File: src/sv/cgs_pkg.sv
// Shared types and codes for the crossing gate sequencer.
// No dependencies.
package cgs_pkg;

    localparam int unsigned TIME_W   = 32;
    localparam int unsigned DELAY_W  = 16;
    localparam int unsigned CMD_W    = 2;
    localparam int unsigned PHASE_W  = 4;
    localparam int unsigned CFG_IDX_W = 2;

    localparam logic [DELAY_W-1:0] CLOSE_DELAY_RST = 16'd2000;
    localparam logic [DELAY_W-1:0] WHITE_DELAY_RST = 16'd1000;

    localparam logic [CFG_IDX_W-1:0] CFG_CLOSE_DELAY = 2'd0;
    localparam logic [CFG_IDX_W-1:0] CFG_WHITE_DELAY = 2'd1;

    localparam logic [CMD_W-1:0] TEST_KEEP   = 2'd0;
    localparam logic [CMD_W-1:0] TEST_STEADY = 2'd1;
    localparam logic [CMD_W-1:0] TEST_BLINK  = 2'd2;

    localparam logic [CMD_W-1:0] LAMP_NONE = 2'd0;
    localparam logic [CMD_W-1:0] LAMP_ON   = 2'd1;
    localparam logic [CMD_W-1:0] LAMP_FADE = 2'd2;

    localparam logic [CMD_W-1:0] BELL_NONE = 2'd0;
    localparam logic [CMD_W-1:0] BELL_RING = 2'd1;
    localparam logic [CMD_W-1:0] BELL_STOP = 2'd2;

    localparam logic [CMD_W-1:0] BAR_NONE  = 2'd0;
    localparam logic [CMD_W-1:0] BAR_CLOSE = 2'd1;
    localparam logic [CMD_W-1:0] BAR_OPEN  = 2'd2;

    localparam logic [CMD_W-1:0] TRK_CLOSE = 2'd1;
    localparam logic [CMD_W-1:0] TRK_OPEN  = 2'd2;

    localparam logic [CMD_W-1:0] BST_OPEN   = 2'd1;
    localparam logic [CMD_W-1:0] BST_CLOSED = 2'd2;

    localparam logic FEEDBACK_CLOSED = 1'b1;
    localparam logic FEEDBACK_OPEN   = 1'b0;

    typedef enum logic [PHASE_W-1:0] {
        PH_SETUP      = 4'd0,
        PH_IDLE       = 4'd1,
        PH_RED_START  = 4'd2,
        PH_WAIT_CLOSE = 4'd3,
        PH_CLOSING    = 4'd4,
        PH_BELL_OFF   = 4'd5,
        PH_CLOSED     = 4'd6,
        PH_OPENING    = 4'd7,
        PH_WAIT_WHITE = 4'd8
    } t_phase;

    typedef struct packed {
        logic [TIME_W-1:0] now_ms;
        logic              key_event;
        logic [CMD_W-1:0]  track_command;
        logic              lamps_dark;
        logic [CMD_W-1:0]  barrier_one_status;
        logic [CMD_W-1:0]  barrier_two_status;
        logic              bell_stopped;
    } t_poll;

    typedef struct packed {
        logic [CMD_W-1:0]   test_lamp_cmd;
        logic [CMD_W-1:0]   white_lamp_cmd;
        logic [CMD_W-1:0]   red_lamp_cmd;
        logic [CMD_W-1:0]   bell_cmd;
        logic [CMD_W-1:0]   barrier_cmd;
        logic               feedback_write;
        logic               feedback_closed;
        logic [PHASE_W-1:0] phase_now;
    } t_result;

endpackage

File: src/sv/crossing_gate_sequencer.sv
// Crossing gate sequencer: one result per poll, registered at accept; one poll per cycle
// while o_in_stall is low. The phase and deadline registers update at accept.
// A skid register holds one result while the output stalls; o_in_stall is that skid full.
// Synchronous active-low reset: phase setup, deadline zero, delays 2000 and 1000 ms,
// output and skid empty.
module crossing_gate_sequencer import cgs_pkg::*; (
    input  logic                 i_clk,
    input  logic                 i_rst_n,
    input  logic                 i_cfg_we,
    input  logic [CFG_IDX_W-1:0] i_cfg_index,
    input  logic [DELAY_W-1:0]   i_cfg_data,
    input  logic                 i_in_valid,
    output logic                 o_in_stall,
    input  logic [TIME_W-1:0]    i_now_ms,
    input  logic                 i_key_event,
    input  logic [CMD_W-1:0]     i_track_command,
    input  logic                 i_lamps_dark,
    input  logic [CMD_W-1:0]     i_barrier_one_status,
    input  logic [CMD_W-1:0]     i_barrier_two_status,
    input  logic                 i_bell_stopped,
    output logic                 o_out_valid,
    input  logic                 i_out_stall,
    output logic [CMD_W-1:0]     o_test_lamp_cmd,
    output logic [CMD_W-1:0]     o_white_lamp_cmd,
    output logic [CMD_W-1:0]     o_red_lamp_cmd,
    output logic [CMD_W-1:0]     o_bell_cmd,
    output logic [CMD_W-1:0]     o_barrier_cmd,
    output logic                 o_feedback_write,
    output logic                 o_feedback_closed,
    output logic [PHASE_W-1:0]   o_phase_now
);

    logic [DELAY_W-1:0] r_close_delay_ms;
    logic [DELAY_W-1:0] r_white_delay_ms;
    t_phase             r_phase;
    logic [TIME_W-1:0]  r_deadline_ms;
    t_phase             n_phase;
    logic [TIME_W-1:0]  n_deadline_ms;

    t_poll              poll;
    t_result            result;
    t_result            r_out;
    t_result            r_skid;
    logic               r_out_valid;
    logic               r_skid_valid;
    logic               accept;
    logic               out_free;

    assign poll = '{now_ms:             i_now_ms,
                    key_event:          i_key_event,
                    track_command:      i_track_command,
                    lamps_dark:         i_lamps_dark,
                    barrier_one_status: i_barrier_one_status,
                    barrier_two_status: i_barrier_two_status,
                    bell_stopped:       i_bell_stopped};

    cgs_phase_logic u_phase (
        .i_phase          (r_phase),
        .i_deadline_ms    (r_deadline_ms),
        .i_close_delay_ms (r_close_delay_ms),
        .i_white_delay_ms (r_white_delay_ms),
        .i_poll           (poll),
        .o_phase          (n_phase),
        .o_deadline_ms    (n_deadline_ms),
        .o_result         (result)
    );

    assign o_in_stall = r_skid_valid;
    assign accept     = i_in_valid && !r_skid_valid;
    assign out_free   = !r_out_valid || !i_out_stall;

    always_ff @(posedge i_clk) begin
        if (!i_rst_n) begin
            r_close_delay_ms <= CLOSE_DELAY_RST;
            r_white_delay_ms <= WHITE_DELAY_RST;
        end else if (i_cfg_we) begin
            unique case (i_cfg_index)
                CFG_CLOSE_DELAY: r_close_delay_ms <= i_cfg_data;
                CFG_WHITE_DELAY: r_white_delay_ms <= i_cfg_data;
                default: ;
            endcase
        end
    end

    always_ff @(posedge i_clk) begin
        if (!i_rst_n) begin
            r_phase       <= PH_SETUP;
            r_deadline_ms <= '0;
        end else if (accept) begin
            r_phase       <= n_phase;
            r_deadline_ms <= n_deadline_ms;
        end
    end

    always_ff @(posedge i_clk) begin
        if (!i_rst_n) begin
            r_out_valid  <= 1'b0;
            r_skid_valid <= 1'b0;
        end else if (out_free) begin
            r_out_valid  <= r_skid_valid || accept;
            r_skid_valid <= 1'b0;
        end else if (accept) begin
            r_skid_valid <= 1'b1;
        end
    end

    always_ff @(posedge i_clk) begin
        if (out_free) begin
            r_out <= r_skid_valid ? r_skid : result;
        end else if (accept) begin
            r_skid <= result;
        end
    end

    assign o_out_valid       = r_out_valid;
    assign o_test_lamp_cmd   = r_out.test_lamp_cmd;
    assign o_white_lamp_cmd  = r_out.white_lamp_cmd;
    assign o_red_lamp_cmd    = r_out.red_lamp_cmd;
    assign o_bell_cmd        = r_out.bell_cmd;
    assign o_barrier_cmd     = r_out.barrier_cmd;
    assign o_feedback_write  = r_out.feedback_write;
    assign o_feedback_closed = r_out.feedback_closed;
    assign o_phase_now       = r_out.phase_now;

endmodule

File: src/sv/cgs_phase_logic.sv
// Next-phase, deadline and command decode for one poll.
// Depends on cgs_pkg.
module cgs_phase_logic import cgs_pkg::*; (
    input  t_phase              i_phase,
    input  logic [TIME_W-1:0]   i_deadline_ms,
    input  logic [DELAY_W-1:0]  i_close_delay_ms,
    input  logic [DELAY_W-1:0]  i_white_delay_ms,
    input  t_poll               i_poll,
    output t_phase              o_phase,
    output logic [TIME_W-1:0]   o_deadline_ms,
    output t_result             o_result
);

    logic [TIME_W-1:0] diff;
    logic              passed;
    logic              closed_both;
    logic              open_both;

    // wrap-safe: signed difference strictly positive
    assign diff        = i_poll.now_ms - i_deadline_ms;
    assign passed      = (diff != '0) && !diff[TIME_W-1];
    assign closed_both = (i_poll.barrier_one_status == BST_CLOSED) &&
                         (i_poll.barrier_two_status == BST_CLOSED);
    assign open_both   = (i_poll.barrier_one_status == BST_OPEN) &&
                         (i_poll.barrier_two_status == BST_OPEN);

    always_comb begin
        o_phase       = i_phase;
        o_deadline_ms = i_deadline_ms;
        o_result      = '0;
        unique case (i_phase)
            PH_SETUP: begin
                o_result.test_lamp_cmd  = TEST_STEADY;
                o_result.white_lamp_cmd = LAMP_ON;
                o_phase                 = PH_IDLE;
            end
            PH_IDLE: begin
                if (i_poll.key_event || i_poll.track_command == TRK_CLOSE) begin
                    o_result.white_lamp_cmd = LAMP_FADE;
                    o_result.test_lamp_cmd  = TEST_BLINK;
                    o_phase                 = PH_RED_START;
                end
            end
            PH_RED_START: begin
                if (i_poll.lamps_dark) begin
                    o_result.red_lamp_cmd = LAMP_ON;
                    o_result.bell_cmd     = BELL_RING;
                    o_deadline_ms = i_poll.now_ms + {{(TIME_W-DELAY_W){1'b0}}, i_close_delay_ms};
                    o_phase       = PH_WAIT_CLOSE;
                end
            end
            PH_WAIT_CLOSE: begin
                if (passed) begin
                    o_result.barrier_cmd = BAR_CLOSE;
                    o_phase              = PH_CLOSING;
                end
            end
            PH_CLOSING: begin
                if (closed_both) begin
                    o_result.bell_cmd        = BELL_STOP;
                    o_result.feedback_write  = 1'b1;
                    o_result.feedback_closed = FEEDBACK_CLOSED;
                    o_phase                  = PH_BELL_OFF;
                end
            end
            PH_BELL_OFF: begin
                if (i_poll.bell_stopped) begin
                    o_phase = PH_CLOSED;
                end
            end
            PH_CLOSED: begin
                if (i_poll.key_event || i_poll.track_command == TRK_OPEN) begin
                    o_result.barrier_cmd = BAR_OPEN;
                    o_phase              = PH_OPENING;
                end
            end
            PH_OPENING: begin
                if (open_both) begin
                    o_result.red_lamp_cmd = LAMP_FADE;
                    o_deadline_ms = i_poll.now_ms + {{(TIME_W-DELAY_W){1'b0}}, i_white_delay_ms};
                    o_phase       = PH_WAIT_WHITE;
                end
            end
            PH_WAIT_WHITE: begin
                if (passed && i_poll.lamps_dark) begin
                    o_result.white_lamp_cmd  = LAMP_ON;
                    o_result.feedback_write  = 1'b1;
                    o_result.feedback_closed = FEEDBACK_OPEN;
                    o_result.test_lamp_cmd   = TEST_STEADY;
                    o_phase                  = PH_IDLE;
                end
            end
            default: begin
                o_phase = i_phase;
            end
        endcase
        o_result.phase_now = o_phase;
    end

endmodule

File: config.mk
export PLATFORM = sky130hd
export DESIGN_NAME = crossing_gate_sequencer
export DESIGN_NICKNAME = d
export VERILOG_FILES = /design/src/sv/cgs_pkg.sv /design/src/sv/crossing_gate_sequencer.sv /design/src/sv/cgs_phase_logic.sv
export SDC_FILE = /design/constraint.sdc
export NUM_CORES = 1
export LEC_CHECK = 0
export ABC_AREA = 1
export ABC_CLOCK_PERIOD_IN_PS = 7500
export BUFFER_PORTS_ARGS = -buffer_cell sky130_fd_sc_hd__buf_4
export CAP_MARGIN = 20
export CORE_UTILIZATION = 40
export DETAILED_ROUTE_END_ITERATION = 10
export PLACE_DENSITY_LB_ADDON = 0.3
export SKIP_LAST_GASP = 1
export SLEW_MARGIN = 20
export SYNTH_ARGS = -nofsm -noshare
export SYNTH_HDL_FRONTEND = slang
export SYNTH_SLANG_ARGS = --single-unit
File: constraint.sdc
create_clock -name i_clk -period 7.5 [get_ports i_clk]
set_input_delay 1.5 -clock i_clk [delete_from_list [all_inputs] [get_ports i_clk]]
set_output_delay 1.5 -clock i_clk [all_outputs]
set_load 0.02 [all_outputs]
# [After elaboration in Yosys (flattened, before gate mapping)]
# Index checks and enable logic that the tools add are counted.
[classes] add_sub_neg=3 n_eq_ne=17 mux=27 bitwise_logic=2 reduce_logical=22
[ops] cell="$add A32 B16 Y32" n=2
[ops] cell="$mux W32" n=2
[ops] cell="$pmux W32 S2" n=1
[ops] cell="$mux W4" n=9
[ops] cell="$pmux W4 S9" n=1
[ops] cell="$reduce_bool A32 Y1" n=1
[ops] cell="$sub A32 B32 Y32" n=1
[ops] cell="$eq A4 B3 Y1 const B" n=4
[ops] cell="$mux W16" n=1
[ops] cell="$pmux W2 S2" n=4
[ops] cell="$pmux W4 S3" n=1
[ops] cell="$mux W2" n=5
[ops] cell="$eq A2 B1 Y1 const B" n=4
[ops] cell="$eq A4 B2 Y1 const B" n=2
[ops] cell="$eq A2 B2 Y1 const B" n=3
[ops] cell="$mux W3" n=2
[ops] cell="$reduce_and A2 Y1" n=3
[ops] cell="$logic_and A1 B1 Y1" n=5
[ops] cell="$eq A4 B1 Y1 const B" n=1
[ops] cell="$eq A4 B4 Y1 const B" n=1
[ops] cell="$logic_not A1 Y1" n=4
[ops] cell="$logic_not A4 Y1" n=1
[ops] cell="$logic_or A1 B1 Y1" n=4
[ops] cell="$reduce_and A4 Y1" n=1
[ops] cell="other kinds (7)" n=8
[word_totals] ff_bits=102 input_bits=64 output_inout_bits=18 elab_cells=93

# [Depth between registers and ports, before layout]
[logic_depth] word_depth=7 mapped_depth=25 depth_no_buf=25

# [Modules after synthesis]
# A second synthesis with hierarchy kept.
[unflattened] cells_unflattened=1651 area_unflattened_um2=10002.1
[modules_own_cells] mod="cgs_phase_logic" n_inst=1 cells_per_inst=1217 area_each_um2=6094.6 seq_area_each_um2=0.0
[modules_own_cells] mod="crossing_gate_sequencer" n_inst=1 cells_per_inst=434 area_each_um2=3907.5 seq_area_each_um2=2362.3

# [Worst setup path after synthesis]
# Ideal clock, no wire load.
[synth_timing] kind="input to register" from="in i_now_ms[0]" to="reg r_out, in the netlist o_test_lamp_cmd[0] (data pin)" arrival_ns=3.420 setup_slack_ns=3.814 path_stages=21 cell_sequence="inv_1 > ha_1 > fa_1 > inv_1 > nand3_1 > nand3_1 > nand2_1 > nand2_1 > nand2_1 > nand4_1 > nand2_1 > nor2_1 > nand2_1 > nor2_2 > nand3_2 > nand2_2 > inv_2 > nand2_1 > nand2_2 > nand2_1 > o21ai_1"
[synth_via] elab_chain_len=7
[synth_lines] item="start, declared" line_no="crossing_gate_sequencer.sv:14" text="input logic [TIME_W-1:0] i_now_ms,"
[synth_lines] item="$sub A32 B32 Y32 (*)" line_no="cgs_phase_logic.sv:20" text="assign diff = i_poll.now_ms - i_deadline_ms;"
[synth_lines] item="$reduce_bool A32 Y1 / $logic_not A1 Y1 (equally long branches)" line_no="cgs_phase_logic.sv:21" text="assign passed = (diff != '0) && !diff[TIME_W-1];"
[synth_lines] item="$logic_and A1 B1 Y1 (*)" line_no="cgs_phase_logic.sv:21"
[synth_lines] item="$logic_and A1 B1 Y1 (*)" line_no="cgs_phase_logic.sv:85" text="if (passed && i_poll.lamps_dark) begin"
[synth_lines] item="$mux W3 (*)" line_no="cgs_phase_logic.sv:85"
[synth_lines] item="$pmux W4 S3 (*)" line_no="cgs_phase_logic.sv:31" text="unique case (i_phase)"
[synth_lines] item="$mux W16 (*)" line_no="crossing_gate_sequencer.sv:109" text="r_out <= r_skid_valid ? r_skid : result;"
[synth_lines] item="end signal, assigned" line_no="crossing_gate_sequencer.sv:109"
[synth_lines] item="end, declared" line_no="crossing_gate_sequencer.sv:42" text="t_result r_out;"
# Mark *: on every way between the ends. The rest lies on a longest branch, timed or not.
# A chain may end at the register's enable or synchronous reset.

# [Worst setup path after layout]
[layout_timing] from="reg r_phase[2]" to="reg r_deadline_ms[18]"
[layout_via] elab_chain_len=3
[layout_lines] item="start, declared" line_no="crossing_gate_sequencer.sv:35" text="t_phase r_phase;"
[layout_lines] item="start signal, assigned" line_no="crossing_gate_sequencer.sv:90" text="r_phase <= n_phase;"
[layout_lines] item="$eq A4 B3 Y1 / $eq A4 B2 Y1 (equally long branches)" line_no="cgs_phase_logic.sv:31"
[layout_lines] item="$ne A2 B1 Y1 (no source line) (tied with other cells)"
[layout_lines] item="$reduce_and A4 Y1 (no source line)"
[layout_lines] item="end signal, assigned" line_no="crossing_gate_sequencer.sv:91" text="r_deadline_ms <= n_deadline_ms;"
[layout_lines] item="end, declared" line_no="crossing_gate_sequencer.sv:36" text="logic [TIME_W-1:0] r_deadline_ms;"
# Several ways; a longest one is shown, not always the timed one.

==> run metrics <==
outcome=finished clean; CP Launch Type=flip-flop; max_slew headroom=43.7%; Setup Buffers After CTS=0; number of global-route vias before repair=6953; Area growth syn-to-layout=14.6%; clock network fraction of total power=32.9%; actual slew at the worst max-slew pin=0.837 ns; CTS buffer count=9; Hold Crit Class=reg -> reg; RSZ-0062 raised after global routing=false; post-cts hold buffer count=0; Synth Register Bits=98; routability cong.=0.960; Gate power share=27.4%; fraction of registers with async set/reset=0%; P_int=0.985 mW; Die X=143 um; DRT iter0 DRCs=553; Worst Setup End Kind=flip-flop; Most used DFF post-synth=dfxtp_1; Avg WL per Cell=13.4 um; count of cell types in the netlist=50; Max IR drop VDD=0.000111 V; Die Y=143 um; Reg power frac=39.8%; Leakage=4.86 nW; vias per cell=4.85; root buffer cell=clkbuf_16; Cell Pwr Density=162 nW/um2; fillers=2071; Clock transition at path regs=0.08 ns; WP data arrival=4.26 ns; PortBufs=81; Diodes inserted=0; Yosys top cell area share=18.5%; Netlist Area Pre-Place=7960 um2; largest area contributor in the netlist=nand2_1; Final Hold Violating Endpoints=0; Core Region=19500 um2; CTS tree=built; max-cap violations=0; Final Cycle Share=53.3%; worst skew pair latency=0.36 ns; share of layout cells above drive strength 1=12.1%; DRC viols=0; Synth area leaders=nand2_1, dfxtp_1, inv_1; Max Root-Sink Buffers=2; synthesized area per cell=6.20 um2; Min Clock Period, post-route=4.00 ns; Final nets=1467; syn_nets=1396; post-CTS sizing=0; Initial Util=40.9%; Cells after Synth=1283; Setup-failing EPs final=0; required time of the worst setup path=7.76 ns; antenna violations before repair=0; Final Slew Violations=0; CTS HTree Levels=3; switch share=33.2%; Yosys warning count=0; worst hold slack=0.463 ns; I/O pin total=82; DR vias=7872; final setup TNS=0 ns; fmax=0.250 GHz; critical path peak fanout=18; Design Power=1.47 mW; Post-DRT Antenna Nets=0; DRT Wirelength=21.8 mm; largest net degree at the start of global routing=53; Detailed Routing Iterations Pass 1=5; Multi-input gate area=4680 um2; Setup CP Type=reg -> reg; global-route wire length before repair=35.0 mm; post-detail-place hpwl=17.5 mm; total track usage=22.0%; sequential share of the synthesized area=28.2%; clock skew=0.0111 ns; CTS Sinks=98; GRT overflow=0; Psw=0.489 mW; Post-synth EDFFs=28; die area=20500 um2; number of core rows=51; Seq. cell area=2240 um2
==> path summary, 6_finish.rpt <==
check	startpoint	slack, ns	endpoint	cells after the start
worst max register to register	r_phase[2]$_SDFFE_PN0P_	3.50	r_deadline_ms[18]$_SDFFE_PN0P_	22
worst max-delay path	r_phase[2]$_SDFFE_PN0P_	3.50	r_deadline_ms[18]$_SDFFE_PN0P_	22
worst min register to register	r_close_delay_ms[8]$_SDFFE_PN1P_	0.46	r_close_delay_ms[8]$_SDFFE_PN1P_	2
worst min-delay path	r_close_delay_ms[8]$_SDFFE_PN1P_	0.46	r_close_delay_ms[8]$_SDFFE_PN1P_	2
==> sequential cells by signal, summed over array words and instances, names as in the netlist <==
signal / flops
r_deadline_ms: 32
r_close_delay_ms: 16
r_white_delay_ms: 16
r_skid: 14
o_phase_now: 4
r_phase: 4
o_barrier_cmd: 2
o_bell_cmd: 2
o_red_lamp_cmd: 2
o_test_lamp_cmd: 2
o_feedback_closed: 1
o_feedback_write: 1
o_in_stall: 1
o_out_valid: 1
==> cells in the final DEF (no fill, tap or decap), drive strengths merged <==
cell type / instances
o21bai: 3
o21a: 1
a211oi: 1
edfxtp: 28
bufinv: 1
o22ai: 2
buf: 84
dfxtp: 70
a21boi: 2
or2: 1
inv: 249
o221ai: 3
a21o: 1
nand2: 413
nor2: 150
nor4: 6
a31oi: 3
nand3b: 2
clkinv: 2
o211ai: 6
a21oi: 68
fa: 2
nand3: 67
clkinvlp: 2
ha: 47
nand4: 15
and3: 1
clkbuf: 10
nor3: 15
and2: 6
xnor2: 9
o21ai: 69
xor2: 20
==> kinds of logic after synthesis <==
family / count (synthesis) / synth area share, %
buffers and inverters: 272 / 13.0
and+or+nand+nor: 676 / 36.7
xor gates and xnor gates: 29 / 3.19
AOI/OAI and AO/OA: 159 / 11.1
DFF: 98 / 28.2
adders and majority gates: 49 / 7.89
==> metrics by stage <==
step	cell area, um2	setup WS, ns	utilization [%]	cells
floorplan	7960	3.81	-	1283
global placement	8820	3.31	45.3	1608
detailed placement	8820	3.26	45.3	1608
CTS	9120	3.49	46.9	1624
global route	9120	3.10	46.9	1624
finish	9120	3.50	46.9	1624
==> cell type report <==
cell class / instances / area share, %
clock buffer: 10 / 2.51
clock inverter: 6 / 0.809
inverter: 248 / 10.2
multi-input combinational: 913 / 51.4
sequential: 98 / 24.6
tap: 265 / 3.63
timing repair buffer: 84 / 6.91
==> synthesized netlist by cell type (6+ instances only) <==
library cell and count:
nand2_1 392, inv_1 239, nor2_1 132, dfxtp_1 70, a21oi_1 66, nand3_1 60, o21ai_0 58, ha_1 47
edfxtp_1 28, nand2_2 21, xor2_1 20, clkbuf_1 17, nand4_1 14, nor3_1 13, nor2_2 11, xnor2_1 9
inv_2 8, nor2_4 7, o21ai_1 7, nand3_2 6, nor4_1 6, o211ai_1 6
==> worst max-delay path: stages, from the launching register on <==
cell     delay (ns)
dfxtp_1        0.37
inv_1          0.10
nor2_1         0.14
inv_1          0.11
nor2_4         0.36
inv_2          0.28
nand2_1        0.12
nand2_1        0.10
ha_1           0.22
fa_1           0.40
nand3_1        0.10
nand2_1        0.08
nand2_1        0.07
nand2_1        0.05
a21oi_1        0.20
o21ai_0        0.22
nand3_1        0.12
nand2_1        0.19
inv_1          0.24
nor2_1         0.08
xor2_1         0.15
o21ai_0        0.15
inv_1          0.05
==> metal layers <==
layer  up-vias  track usage (%)  part of all wire (%)
met5         -                0                     0
met3        18             4.09                   6.5
met1      3492             30.2                    47
met4         0             4.92                   1.1
met2       217             35.7                    45
li1       4145                -                     -
==> power by group through the flow <==
stage / Sequential [mW] / Combinational, mW / Clock (mW)
2_1_floorplan: 0.606 / 0.270 / 0
6_report: 0.586 / 0.403 / 0.485
3_3_place_gp: 0.598 / 0.398 / 0
3_5_place_dp: 0.598 / 0.401 / 0
5_1_grt: 0.589 / 0.454 / 0.519
4_1_cts: 0.586 / 0.403 / 0.493
Power figures use the tool's default switching activity.
